===== config.mk =====
export PLATFORM = sky130hd
export DESIGN_NAME = column_melt_wipe_offsets
export DESIGN_NICKNAME = d
export VERILOG_FILES = /design/src/rtl/cwo_pkg.sv /design/src/rtl/cwo_cell.sv /design/src/rtl/cwo_fall.sv /design/src/rtl/column_melt_wipe_offsets.sv
export VERILOG_INCLUDE_DIRS = /design/src /design/src/rtl
export SDC_FILE = /design/constraint.sdc
export NUM_CORES = 2
export LEC_CHECK = 0
export ABC_CLOCK_PERIOD_IN_PS = 242800
export BUFFER_PORTS_ARGS = -buffer_cell sky130_fd_sc_hd__buf_2
export CORE_MARGIN = 4
export CORE_UTILIZATION = 55
export DETAILED_ROUTE_END_ITERATION = 8
export GPL_TIMING_DRIVEN = 0
export MAX_ROUTING_LAYER = met4
export PLACE_DENSITY = 0.68
export SLEW_MARGIN = 20
export SYNTH_ARGS = -nofsm -noshare
export SYNTH_HDL_FRONTEND = slang
export SYNTH_SLANG_ARGS = --single-unit

===== constraint.sdc =====
create_clock -name clock -period 242.8 [get_ports clock]
set_clock_uncertainty 0.1 [all_clocks]
set_input_delay 36.42 -clock clock [delete_from_list [all_inputs] [get_ports clock]]
set_output_delay 36.42 -clock clock [all_outputs]
set_load 0.05 [all_outputs]

===== src/rtl/assert_macros.svh =====
// Assertion macros shared by the RTL files.
// Each macro samples on the rising edge of clock and is disabled while reset is high.
`ifndef ASSERT_MACROS_SVH
`define ASSERT_MACROS_SVH

// The property must hold at every sampled edge.
`define CWO_ASSERT(label, prop, msg) \
   label: assert property (@(posedge clock) disable iff (reset) (prop)) else $error(msg);

// The condition must never be true at a sampled edge.
`define CWO_NEVER(label, cond, msg) \
   label: assert property (@(posedge clock) disable iff (reset) !(cond)) else $error(msg);

`endif


===== src/rtl/cwo_pkg.sv =====
package cwo_pkg;

   // Field and register widths.
   localparam int OFFSET_W = 12;
   localparam int HEIGHT_W = 11;
   localparam int COUNT_W  = 10;
   localparam int STEP_W   = 11;
   localparam int MODE_W   = 2;
   localparam int COLUMN_W = 9;
   localparam int ROW_W    = 10;
   localparam int RANDOM_W = 8;
   localparam int INDEX_W  = 2;

   // Item modes.
   localparam logic [MODE_W-1:0] MODE_SEED   = 2'd0;
   localparam logic [MODE_W-1:0] MODE_TICK   = 2'd1;
   localparam logic [MODE_W-1:0] MODE_LOOKUP = 2'd2;

   // Register indexes of the configuration port.
   localparam logic [INDEX_W-1:0] CSR_SCREEN_HEIGHT = 2'd0;
   localparam logic [INDEX_W-1:0] CSR_COLUMN_COUNT  = 2'd1;
   localparam logic [INDEX_W-1:0] CSR_FAST_STEP     = 2'd2;

   // Reset values of the registers.
   localparam logic [HEIGHT_W-1:0] HEIGHT_RESET = 11'd200;
   localparam logic [COUNT_W-1:0]  COUNT_RESET  = 10'd160;
   localparam logic [STEP_W-1:0]   STEP_RESET   = 11'd8;

   // Offsets below this value grow by offset plus one per tick.
   localparam logic [OFFSET_W-1:0] SLOW_LIMIT = 12'd16;

   // Seed offsets are kept between this value and zero.
   localparam logic signed [OFFSET_W:0] SEED_MIN = -13'sd15;

   typedef logic signed [OFFSET_W-1:0] offset_type;

   // Result of one column update during a tick.
   typedef struct packed {
      logic       moved;
      offset_type offset;
   } fall_type;

endpackage


===== src/rtl/cwo_cell.sv =====
// One column offset in the rotating ring.
module cwo_cell (
   input  logic               clock,
   input  logic               shift_en,
   input  logic               load_en,
   input  cwo_pkg::offset_type load_value,
   input  cwo_pkg::offset_type next_value,
   output cwo_pkg::offset_type value
);

   cwo_pkg::offset_type value_ff;
   cwo_pkg::offset_type value_in;

   // A load takes priority over a shift from the neighbor.
   always_comb begin
      value_in = value_ff;
      priority if (load_en) begin
         value_in = load_value;
      end else if (shift_en) begin
         value_in = next_value;
      end
   end

   always_ff @(posedge clock) begin
      value_ff <= value_in;
   end

   assign value = value_ff;

endmodule


===== src/rtl/cwo_fall.sv =====
// Update of one column offset for a tick.
module cwo_fall (
   input  cwo_pkg::offset_type          offset,
   input  logic [cwo_pkg::HEIGHT_W-1:0] height,
   input  logic [cwo_pkg::STEP_W-1:0]   fast_step,
   output cwo_pkg::fall_type            result
);

   logic [cwo_pkg::HEIGHT_W-1:0] magnitude;
   logic [cwo_pkg::HEIGHT_W:0]   drop;
   logic [cwo_pkg::HEIGHT_W+1:0] landed;

   // A non-negative offset below the height fits in the height width.
   assign magnitude = offset[cwo_pkg::HEIGHT_W-1:0];
   assign drop = (offset < $signed(cwo_pkg::SLOW_LIMIT))
               ? {1'b0, magnitude} + 12'd1
               : {1'b0, fast_step};
   assign landed = {2'b00, magnitude} + {1'b0, drop};

   always_comb begin
      result.moved  = 1'b0;
      result.offset = offset;
      priority if (offset[cwo_pkg::OFFSET_W-1]) begin
         // Column still waiting: count up toward zero.
         result.moved  = 1'b1;
         result.offset = offset + 12'sd1;
      end else if (magnitude < height) begin
         // Column falling: step down, never past the bottom row.
         result.moved = 1'b1;
         if (landed >= {2'b00, height}) begin
            result.offset = $signed({1'b0, height});
         end else begin
            result.offset = $signed({1'b0, landed[cwo_pkg::HEIGHT_W-1:0]});
         end
      end
   end

endmodule


===== src/rtl/column_melt_wipe_offsets.sv =====
// Latency: mode 3 items, lookups at rows at or beyond the height, and seeds or lookups for a
// column at or above MAX_COLUMNS give rsp_valid in the cycle after acceptance.
// Other seeds and lookups are answered once the offset ring, which rotates one cell per cycle, has
// brought the wanted column to the head; a tick turns the ring through every cell once.
// One item is worked on at a time; busy is high until its result is issued, no stall.
// Reset (synchronous) restores the registers and clears the last seed; offsets stay undefined.
`include "assert_macros.svh"

module column_melt_wipe_offsets #(
   parameter int MAX_COLUMNS = 512
) (
   input  logic                          clock,
   input  logic                          reset,
   input  logic                          start,
   output logic                          busy,
   input  logic [cwo_pkg::MODE_W-1:0]    req_mode,
   input  logic [cwo_pkg::COLUMN_W-1:0]  req_column,
   input  logic [cwo_pkg::ROW_W-1:0]     req_row,
   input  logic [cwo_pkg::RANDOM_W-1:0]  req_random_value,
   output logic                          rsp_valid,
   output logic                          rsp_source_is_end,
   output logic [cwo_pkg::ROW_W-1:0]     rsp_source_row,
   output logic                          rsp_melt_done,
   input  logic                          csr_we,
   input  logic [cwo_pkg::INDEX_W-1:0]   csr_index,
   input  logic [cwo_pkg::HEIGHT_W-1:0]  csr_wdata
);

   localparam int CW = (MAX_COLUMNS > 1) ? $clog2(MAX_COLUMNS) : 1;
   localparam logic [CW-1:0] LAST = CW'(MAX_COLUMNS - 1);

   localparam logic [1:0] ST_IDLE = 2'd0;
   localparam logic [1:0] ST_SEEK = 2'd1;
   localparam logic [1:0] ST_TICK = 2'd2;

   // Residue modulo 3 of a byte from sums of base-4 digits.
   function automatic logic [1:0] mod3(input logic [7:0] x);
      logic [3:0] s;
      logic [2:0] t;
      logic [1:0] r;
      s = {2'b00, x[7:6]} + {2'b00, x[5:4]} + {2'b00, x[3:2]} + {2'b00, x[1:0]};
      t = {1'b0, s[3:2]} + {1'b0, s[1:0]};
      unique case (t)
         3'd1, 3'd4: r = 2'd1;
         3'd2, 3'd5: r = 2'd2;
         default:    r = 2'd0;
      endcase
      return r;
   endfunction

   logic [1:0]                    state_ff, state_in;
   logic [CW-1:0]                 head_ff, head_in;
   logic [CW-1:0]                 cnt_ff, cnt_in;
   logic                          moved_ff, moved_in;
   cwo_pkg::offset_type           prev_ff, prev_in;
   logic [cwo_pkg::HEIGHT_W-1:0]  height_ff, height_in;
   logic [cwo_pkg::COUNT_W-1:0]   count_ff, count_in;
   logic [cwo_pkg::STEP_W-1:0]    step_ff, step_in;
   logic                          rsp_valid_ff, rsp_valid_in;

   logic [CW-1:0]                 target_ff, target_in;
   logic                          is_seed_ff, is_seed_in;
   logic [cwo_pkg::ROW_W-1:0]     row_ff, row_in;
   cwo_pkg::offset_type           seed_ff, seed_in;
   logic                          rsp_end_ff, rsp_end_in;
   logic [cwo_pkg::ROW_W-1:0]     rsp_row_ff, rsp_row_in;
   logic                          rsp_done_ff, rsp_done_in;

   logic                          accept;
   logic                          column_out;
   logic                          row_out;
   logic [CW-1:0]                 head_next;
   logic                          shift_en;
   logic                          load_en;
   logic                          tick_active;
   cwo_pkg::offset_type           tail_value;
   cwo_pkg::offset_type           head_value;
   cwo_pkg::fall_type             fall;
   cwo_pkg::offset_type           cell_value [MAX_COLUMNS];

   logic [1:0]                    rnd_mod3;
   logic signed [cwo_pkg::OFFSET_W:0] seed_step;
   cwo_pkg::offset_type           seed_value;
   logic signed [cwo_pkg::OFFSET_W:0] row_signed;
   logic signed [cwo_pkg::OFFSET_W:0] base;
   logic signed [cwo_pkg::OFFSET_W:0] start_row;

   assign accept     = start && !busy;
   assign busy       = (state_ff != ST_IDLE);
   assign column_out = (32'(req_column) >= 32'(MAX_COLUMNS));
   assign row_out    = ({1'b0, req_row} >= height_ff);
   assign head_next  = (head_ff == LAST) ? '0 : head_ff + 1'b1;
   assign head_value = cell_value[0];

   // Seed offset: first column from the low nibble, later ones walk from the last seed.
   assign rnd_mod3  = mod3(req_random_value);
   assign seed_step = $signed({prev_ff[cwo_pkg::OFFSET_W-1], prev_ff})
                    + $signed({11'd0, rnd_mod3}) - 13'sd1;
   always_comb begin
      if (req_column == '0) begin
         seed_value = -$signed({8'd0, req_random_value[3:0]});
      end else begin
         priority if (seed_step > 13'sd0) begin
            seed_value = '0;
         end else if (seed_step < cwo_pkg::SEED_MIN) begin
            seed_value = cwo_pkg::SEED_MIN[cwo_pkg::OFFSET_W-1:0];
         end else begin
            seed_value = seed_step[cwo_pkg::OFFSET_W-1:0];
         end
      end
   end

   // Lookup answer from the offset at the ring head.
   assign row_signed = $signed({3'b000, row_ff});
   assign base       = head_value[cwo_pkg::OFFSET_W-1] ? '0
                     : $signed({head_value[cwo_pkg::OFFSET_W-1], head_value});
   assign start_row  = row_signed - base;

   // Tick update on the path from the head back to the tail.
   cwo_fall u_fall (
      .offset    (head_value),
      .height    (height_ff),
      .fast_step (step_ff),
      .result    (fall)
   );

   assign tail_value = tick_active ? fall.offset : head_value;

   // Ring of offset cells: each shift moves the head column to the tail.
   for (genvar gi = 0; gi < MAX_COLUMNS; gi++) begin : g_cell
      if (gi == MAX_COLUMNS - 1) begin : g_tail
         if (gi == 0) begin : g_only
            cwo_cell u_cell (
               .clock      (clock),
               .shift_en   (shift_en),
               .load_en    (load_en),
               .load_value (seed_ff),
               .next_value (tail_value),
               .value      (cell_value[gi])
            );
         end else begin : g_last
            cwo_cell u_cell (
               .clock      (clock),
               .shift_en   (shift_en),
               .load_en    (1'b0),
               .load_value (seed_ff),
               .next_value (tail_value),
               .value      (cell_value[gi])
            );
         end
      end else if (gi == 0) begin : g_head
         cwo_cell u_cell (
            .clock      (clock),
            .shift_en   (shift_en),
            .load_en    (load_en),
            .load_value (seed_ff),
            .next_value (cell_value[gi+1]),
            .value      (cell_value[gi])
         );
      end else begin : g_mid
         cwo_cell u_cell (
            .clock      (clock),
            .shift_en   (shift_en),
            .load_en    (1'b0),
            .load_value (seed_ff),
            .next_value (cell_value[gi+1]),
            .value      (cell_value[gi])
         );
      end
   end

   // Sequencer and configuration registers.
   always_comb begin
      state_in     = state_ff;
      head_in      = head_ff;
      cnt_in       = cnt_ff;
      moved_in     = moved_ff;
      prev_in      = prev_ff;
      height_in    = height_ff;
      count_in     = count_ff;
      step_in      = step_ff;
      target_in    = target_ff;
      is_seed_in   = is_seed_ff;
      row_in       = row_ff;
      seed_in      = seed_ff;
      rsp_valid_in = 1'b0;
      rsp_end_in   = 1'b0;
      rsp_row_in   = '0;
      rsp_done_in  = 1'b0;
      shift_en     = 1'b0;
      load_en      = 1'b0;
      tick_active  = 1'b0;

      if (csr_we) begin
         unique case (csr_index)
            cwo_pkg::CSR_SCREEN_HEIGHT: height_in = csr_wdata;
            cwo_pkg::CSR_COLUMN_COUNT:  count_in  = csr_wdata[cwo_pkg::COUNT_W-1:0];
            cwo_pkg::CSR_FAST_STEP:     step_in   = csr_wdata;
            default: ;
         endcase
      end

      unique case (state_ff)
         ST_IDLE: begin
            if (accept) begin
               unique case (req_mode)
                  cwo_pkg::MODE_SEED: begin
                     prev_in = seed_value;
                     if (column_out) begin
                        rsp_valid_in = 1'b1;
                     end else begin
                        target_in  = CW'(req_column);
                        seed_in    = seed_value;
                        is_seed_in = 1'b1;
                        state_in   = ST_SEEK;
                     end
                  end
                  cwo_pkg::MODE_TICK: begin
                     cnt_in   = '0;
                     moved_in = 1'b0;
                     state_in = ST_TICK;
                  end
                  cwo_pkg::MODE_LOOKUP: begin
                     if (row_out || column_out) begin
                        rsp_valid_in = 1'b1;
                        rsp_end_in   = 1'b1;
                        rsp_row_in   = req_row;
                     end else begin
                        target_in  = CW'(req_column);
                        row_in     = req_row;
                        is_seed_in = 1'b0;
                        state_in   = ST_SEEK;
                     end
                  end
                  default: begin
                     rsp_valid_in = 1'b1;
                  end
               endcase
            end
         end
         ST_SEEK: begin
            if (head_ff == target_ff) begin
               state_in     = ST_IDLE;
               rsp_valid_in = 1'b1;
               if (is_seed_ff) begin
                  load_en = 1'b1;
               end else if (row_signed < $signed({head_value[cwo_pkg::OFFSET_W-1],
                                                   head_value})) begin
                  rsp_end_in = 1'b1;
                  rsp_row_in = row_ff;
               end else begin
                  rsp_row_in = start_row[cwo_pkg::ROW_W-1:0];
               end
            end else begin
               shift_en = 1'b1;
               head_in  = head_next;
            end
         end
         ST_TICK: begin
            // One full turn of the ring; only columns in use are updated.
            shift_en    = 1'b1;
            tick_active = (32'(head_ff) < 32'(count_ff));
            head_in     = head_next;
            cnt_in      = cnt_ff + 1'b1;
            moved_in    = moved_ff || (tick_active && fall.moved);
            if (cnt_ff == LAST) begin
               state_in     = ST_IDLE;
               rsp_valid_in = 1'b1;
               rsp_done_in  = !moved_in;
            end
         end
         default: begin
            state_in = ST_IDLE;
         end
      endcase
   end

   // Control state.
   always_ff @(posedge clock) begin
      if (reset) begin
         state_ff     <= ST_IDLE;
         head_ff      <= '0;
         cnt_ff       <= '0;
         moved_ff     <= 1'b0;
         prev_ff      <= '0;
         height_ff    <= cwo_pkg::HEIGHT_RESET;
         count_ff     <= cwo_pkg::COUNT_RESET;
         step_ff      <= cwo_pkg::STEP_RESET;
         rsp_valid_ff <= 1'b0;
      end else begin
         state_ff     <= state_in;
         head_ff      <= head_in;
         cnt_ff       <= cnt_in;
         moved_ff     <= moved_in;
         prev_ff      <= prev_in;
         height_ff    <= height_in;
         count_ff     <= count_in;
         step_ff      <= step_in;
         rsp_valid_ff <= rsp_valid_in;
      end
   end

   // Item and result payload.
   always_ff @(posedge clock) begin
      target_ff   <= target_in;
      is_seed_ff  <= is_seed_in;
      row_ff      <= row_in;
      seed_ff     <= seed_in;
      rsp_end_ff  <= rsp_end_in;
      rsp_row_ff  <= rsp_row_in;
      rsp_done_ff <= rsp_done_in;
   end

   assign rsp_valid         = rsp_valid_ff;
   assign rsp_source_is_end = rsp_end_ff;
   assign rsp_source_row    = rsp_row_ff;
   assign rsp_melt_done     = rsp_done_ff;

   // A result follows either an accepted item or a cycle of work on one.
   `CWO_ASSERT(a_rsp_cause, rsp_valid_ff |-> ($past(accept) || $past(state_ff != ST_IDLE)), "result without an item")
   // The ring head always names a stored column.
   `CWO_NEVER(a_head_range, head_ff > LAST, "ring head beyond the last column")
   // The last step of a tick issues its result and frees the block.
   `CWO_ASSERT(a_tick_end, (state_ff == ST_TICK && cnt_ff == LAST) |=> (rsp_valid_ff && !busy), "tick did not finish")
   // A load of a seed happens only when the head has reached the wanted column.
   `CWO_ASSERT(a_load_head, load_en |-> (state_ff == ST_SEEK && head_ff == target_ff), "seed stored at the wrong column")

endmodule


# Word level (Yosys, flattened, before mapping)
# Index checks and enable logic that the tools add are counted.
# totals
register_bits,6254
out_inout_bits,14
elab_cells,654
# op_classes
n_addsub,13
n_lt_le_gt_ge,8
n_eq_ne,21
n_mux,56
bitwise,1
n_reduce_logical,27
# ops
cell,count
$mux 12,7
$mux 10,7
$pmux 9 s2,3
$mux 9,5
$mux 13,2
$pmux 10 s2,1
$add 9x1->9 const B,2
$eq 9x9->1 const B,2
$mux 1,17
$add 11x12->13,1
$add 12x3->13,1
$ge 13x11->1,1
$gt 13x1->1 const B,1
$lt 13x5->1 const B,1
$sub 13x2->13 const B,1
$add 11x1->12 const B,1
$add 12x2->12 const B,1
$lt 11x12->1,1
$lt 12x6->1 const B,1
$neg 4->12,1
$pmux 2 s3,2
$ge 10x11->1,1
$lt 11x11->1,1
$mux 11,1
other kinds (31),64

# Logic depth before layout (Yosys ltp)
# logic_depth
ltp_word,13
mapped_depth,25
depth_no_buf,25

# Hierarchy
# A second synthesis with hierarchy kept.
# unflattened
cells_unflattened,14334
area_unflattened_um2,288566.8
# by_module_without_submodules
module,instances,cells_each,area_per_inst_um2
cwo_cell,512,26,546.8
column_melt_wipe_offsets,1,786,6955.4
cwo_fall,1,236,1662.8

# Least setup slack after synthesis
# Ideal clock, no wire load.
# synth_timing
kind,register to register
from,reg state_ff[0]
to,"reg g_cell[0].g_head.u_cell.value_ff[0], enable pin"
arrival_ns,143.054
t_required_ns,242.317
setup_slack_ns,99.263
path_stages_with_launch,5
synth_period_minus_slack_ns,143.537
cell_sequence,dfxtp_1 -> inv_1 -> ha_1 -> o21a_1 -> nand2b_1
# synth_between
elab_chain_len,3
# synth_rtl
item,line,rtl
start: declaration,column_melt_wipe_offsets.sv:51,"logic [1:0] state_ff, state_in;"
start signal: assignment,column_melt_wipe_offsets.sv:291,state_ff <= state_in;
$eq 2x2->1 / $eq 2x1->1 (equally long branches),column_melt_wipe_offsets.sv:203,unique case (state_ff)
$pmux 1 s2 (*),column_melt_wipe_offsets.sv:203,
via g_cell[0].g_head.u_cell.shift_en,cwo_cell.sv:4,"input logic shift_en,"
$reduce_bool 2->1 (no source line) (*),-,
end signal: assignment,cwo_cell.sv:25,value_ff <= value_in;
end: declaration,cwo_cell.sv:11,cwo_pkg::offset_type value_ff;
# Mark *: on every way through the listed nets, which the timed path passes. The rest lies on a longest branch.
# A chain may end at the register's enable or synchronous reset.

# Worst setup path in the final report
# layout_timing
from,in req_random_value[3] in the netlist's numbering
to,reg prev_ff[0]
# layout_between
elab_chain_len,12
# layout_rtl
item,line,rtl
start: declaration,column_melt_wipe_offsets.sv:19,"input logic [cwo_pkg::RANDOM_W-1:0] req_random_value,"
$add 3x2->4 (*),column_melt_wipe_offsets.sv:41,"s = {2'b00, x[7:6]} + {2'b00, x[5:4]} + {2'b00, x[3:2]} + {2'b00, x[1:0]};"
$add 4x2->4 (*),column_melt_wipe_offsets.sv:41,
$add 2x2->3 (*),column_melt_wipe_offsets.sv:42,"t = {1'b0, s[3:2]} + {1'b0, s[1:0]};"
$eq 3x2->1 (tied with other cells),column_melt_wipe_offsets.sv:43,unique case (t)
$reduce_or 2->1,column_melt_wipe_offsets.sv:43,
$pmux 2 s2 (*),column_melt_wipe_offsets.sv:43,
$add 12x3->13 (*),column_melt_wipe_offsets.sv:98,"+ $signed({11'd0, rnd_mod3}) - 13'sd1;"
$sub 13x2->13 (*),column_melt_wipe_offsets.sv:98,
$lt 13x5->1,column_melt_wipe_offsets.sv:105,end else if (seed_step < cwo_pkg::SEED_MIN) begin
$mux 12,column_melt_wipe_offsets.sv:105,
$mux 12 (*),column_melt_wipe_offsets.sv:103,priority if (seed_step > 13'sd0) begin
$mux 12 (*),column_melt_wipe_offsets.sv:100,if (req_column == '0) begin
via seed_value[0],column_melt_wipe_offsets.sv:83,cwo_pkg::offset_type seed_value;
end signal: assignment,column_melt_wipe_offsets.sv:295,prev_ff <= prev_in;
end: declaration,column_melt_wipe_offsets.sv:55,"cwo_pkg::offset_type prev_ff, prev_in;"
# Marked as above.

==> results.yml <==
timing:
  fmax_mhz: 23.9
  relSlewSlack_pct: 34.5
  finalMaxSlewViolations: 0
  finalSetupViolCount: 0
  tightest_slew_ps: 983
  post-route-period-util_pct: 17.2
  min_period_ps: 41880
  hold_viol_final: 0
  fin_tns_setup_ps: 0
  rsz0062_at_grt: "no"
  fin_hold_ws_ps: 285
route:
  first_pass_iters: 4
  drcViolationCount: 0
  drt-wirelength-per-cell_um: 19.0
  postRouteAntennaNets: 0
  wl_mm: 244
  viasPerCell: 5.03
  num_vias: 64886
  drt_iter0_drc: 5109
global_route:
  antenna_found_initial: 19
  grt_pass1_wl_mm: 393
  overflow: 0
  grt_max_degree: 66
  first_global_vias: 65627
  grtUsageTotal_pct: 14.3
cells_and_area:
  n_fill_cell: 22196
  final_common_cell: "edfxtp_1"
  seq_area_um2: 187000
  nNetsFinal: 7979
  post-route-util_pct: 63.0
  final_cell_mix: "edfxtp_1, clkbuf_16, clkbuf_1, clkinv_1, ha_1"
  drive_gt1_share_pct: 12.2
  multi_input_comb_area_um2: 5220
  syn_to_final_growth_pct: 14.2
  stdcell_count: 12889
pwr:
  total_power_uw: 2120
  ir_drop_uv: 8.18
  p_leak_uw: 0.0505
  powerDensity_nw_per_um2: 9.62
clock_tree:
  cts_sinks: 6254
  htreeDepth: 6
  cts_hold_buf: 0
  cts_tree: "built"
  numCtsBuffers: 587
  ctsResizeCount: 0
  clk_pin_slew_ps: 60
  clkLatencyLatePin_ps: 990
  root_buffer: "clkbuf_16"
  clk_path_buf_depth: 4
  post-cts-setup-buffers: 0
worst_hold_path:
  hold_path.class: "reg2reg"
synthesis:
  syn_area_per_cell_um2: 27.3
  syn_inst: 7065
  syn_nets: 7214
  synth.area.top_cells: "edfxtp_1, dfxtp_1, ha_1"
  synth_seq_area_share_pct: 97.1
  ys_warn_count: 0
  ys_ff_latch: 6254
  netlist_area_um2: 193000
  async_reset_ff_share_pct: 0
  synth.distinct_cells: 81
  synth_top_cell_area_share_pct: 96.3
  synth_top_area_cell: "edfxtp_1"
  synth_ff_type: "edfxtp_1"
  synth_edf_count: 6176
setup_path:
  cp.required_ps: 243550
  critPathLaunchType: "input port"
  critPathMaxStageDelay_ps: 500
  cp_data_arrival_time_ps: 42620
  crit_path_end_kind: "register"
  path_max_fanout: 4
  crit_type: "in2reg"
  slowest_stage: "fa_1"
floorplan:
  io_pins: 60
  initial_utilization_pct: 55.2
  core_um2: 349000
  die_h_um: 600
  row_count: 217
  die_area_um2: 360000
  die_w_um: 600
place:
  io_buffers: 59
  dp_hpwl_mm: 114
  dp_cells: 11840
  gp_congestion: 0.752
outcome:
  status: "complete, no violations"
run:
  cap_violations: 0
-- flip-flops by register name (all words and copies together) (netlist names), 10 cells and up --
register                           flops
row_ff                                10
count_ff                              10
step_ff                               11
prev_ff                               12
seed_ff                               12
rsp_source_row                        10
g_cell.g_tail.g_last.u_cell.value     12
g_cell.g_head.u_cell.value            12
height_ff                             11
g_cell.g_mid.u_cell.value           6120
-- critical path: cells and delay by family --
kind                     cells  cell delay, ps
buffers and inverters        6             590
AND/OR/NAND/NOR              4             730
adder cells (fa/ha/maj)      9            3130
AO/OA/AOI/OAI                6            1750
-- metrics by stage --
step / setup slack (ps) / area [um^2]
2_1_floorplan: 99260 / 193000
3_3_place_gp: 63890 / 199000
3_5_place_dp: 199860 / 202000
4_1_cts: 200940 / 220000
5_1_grt: 200650 / 220000
6_report: 200920 / 220000
-- layer usage --
metal	part of all wire [%]	up-vias	track usage (%)
li1	-	30140	-
met1	51	33340	23.3
met2	43	903	18.5
met3	3.8	503	2.66
met4	2.7	0	4.25
met5	0	-	-
-- path summary, 6_finish.rpt --
path / start / end / slack, ps / depth (start not counted)
setup / recovery: req_random_value[3] / prev_ff[0] / 200920 / 25
hold / removal: g_cell[384].g_mid.u_cell.value[1] / g_cell[383].g_mid.u_cell.value[1] / 290 / 0
setup reg to reg: g_cell[0].g_head.u_cell.value[9] / g_cell[511].g_tail.g_last.u_cell.value[8] / 236110 / 20
hold reg to reg: g_cell[384].g_mid.u_cell.value[1] / g_cell[383].g_mid.u_cell.value[1] / 290 / 0
-- cells by family after synthesis --
family | synth area share, %
DFF | 97.1
and+or+nand+nor | 0.735
AOI/OAI and AO/OA | 0.744
buffers and inverters | 0.216
adders and majority gates | 0.700
muxes | 0.290
xor gates and xnor gates | 0.236
-- Yosys cell counts, types with 10 or more instances --
library cell / count
nand2b_1: 21
mux2_2: 14
o21ai_0: 46
inv_1: 77
a21oi_1: 59
o21a_1: 17
edfxtp_1: 6176
nand2_1: 77
nand3_1: 21
nor3_1: 16
dfxtp_1: 78
mux2i_1: 40
clkbuf_1: 18
a211oi_1: 18
xnor2_1: 33
ha_1: 95
nor2_1: 75
xor2_1: 19
nand4_1: 10
-- layout make-up --
class,count,area share (%)
Clock inverter,317,1.29
Timing Repair Buffer,176,1.49
Inverter,77,0.131
Multi-Input combinational cell,706,2.37
Antenna cell,6,0.00682
Clock buffer,726,7.06
Tap cell,4599,2.61
Sequential cell,6254,85.0
Buffer,28,0.0574
-- report_power, final --
part	leakage, uW	switching (uW)	internal, uW
combinational	0.00415	37.8	14.3
clock	0.00895	378	493
sequential	0.0374	1.61	1190
total	0.0505	418	1700
No activity file was read; power rests on OpenSTA's default activity.
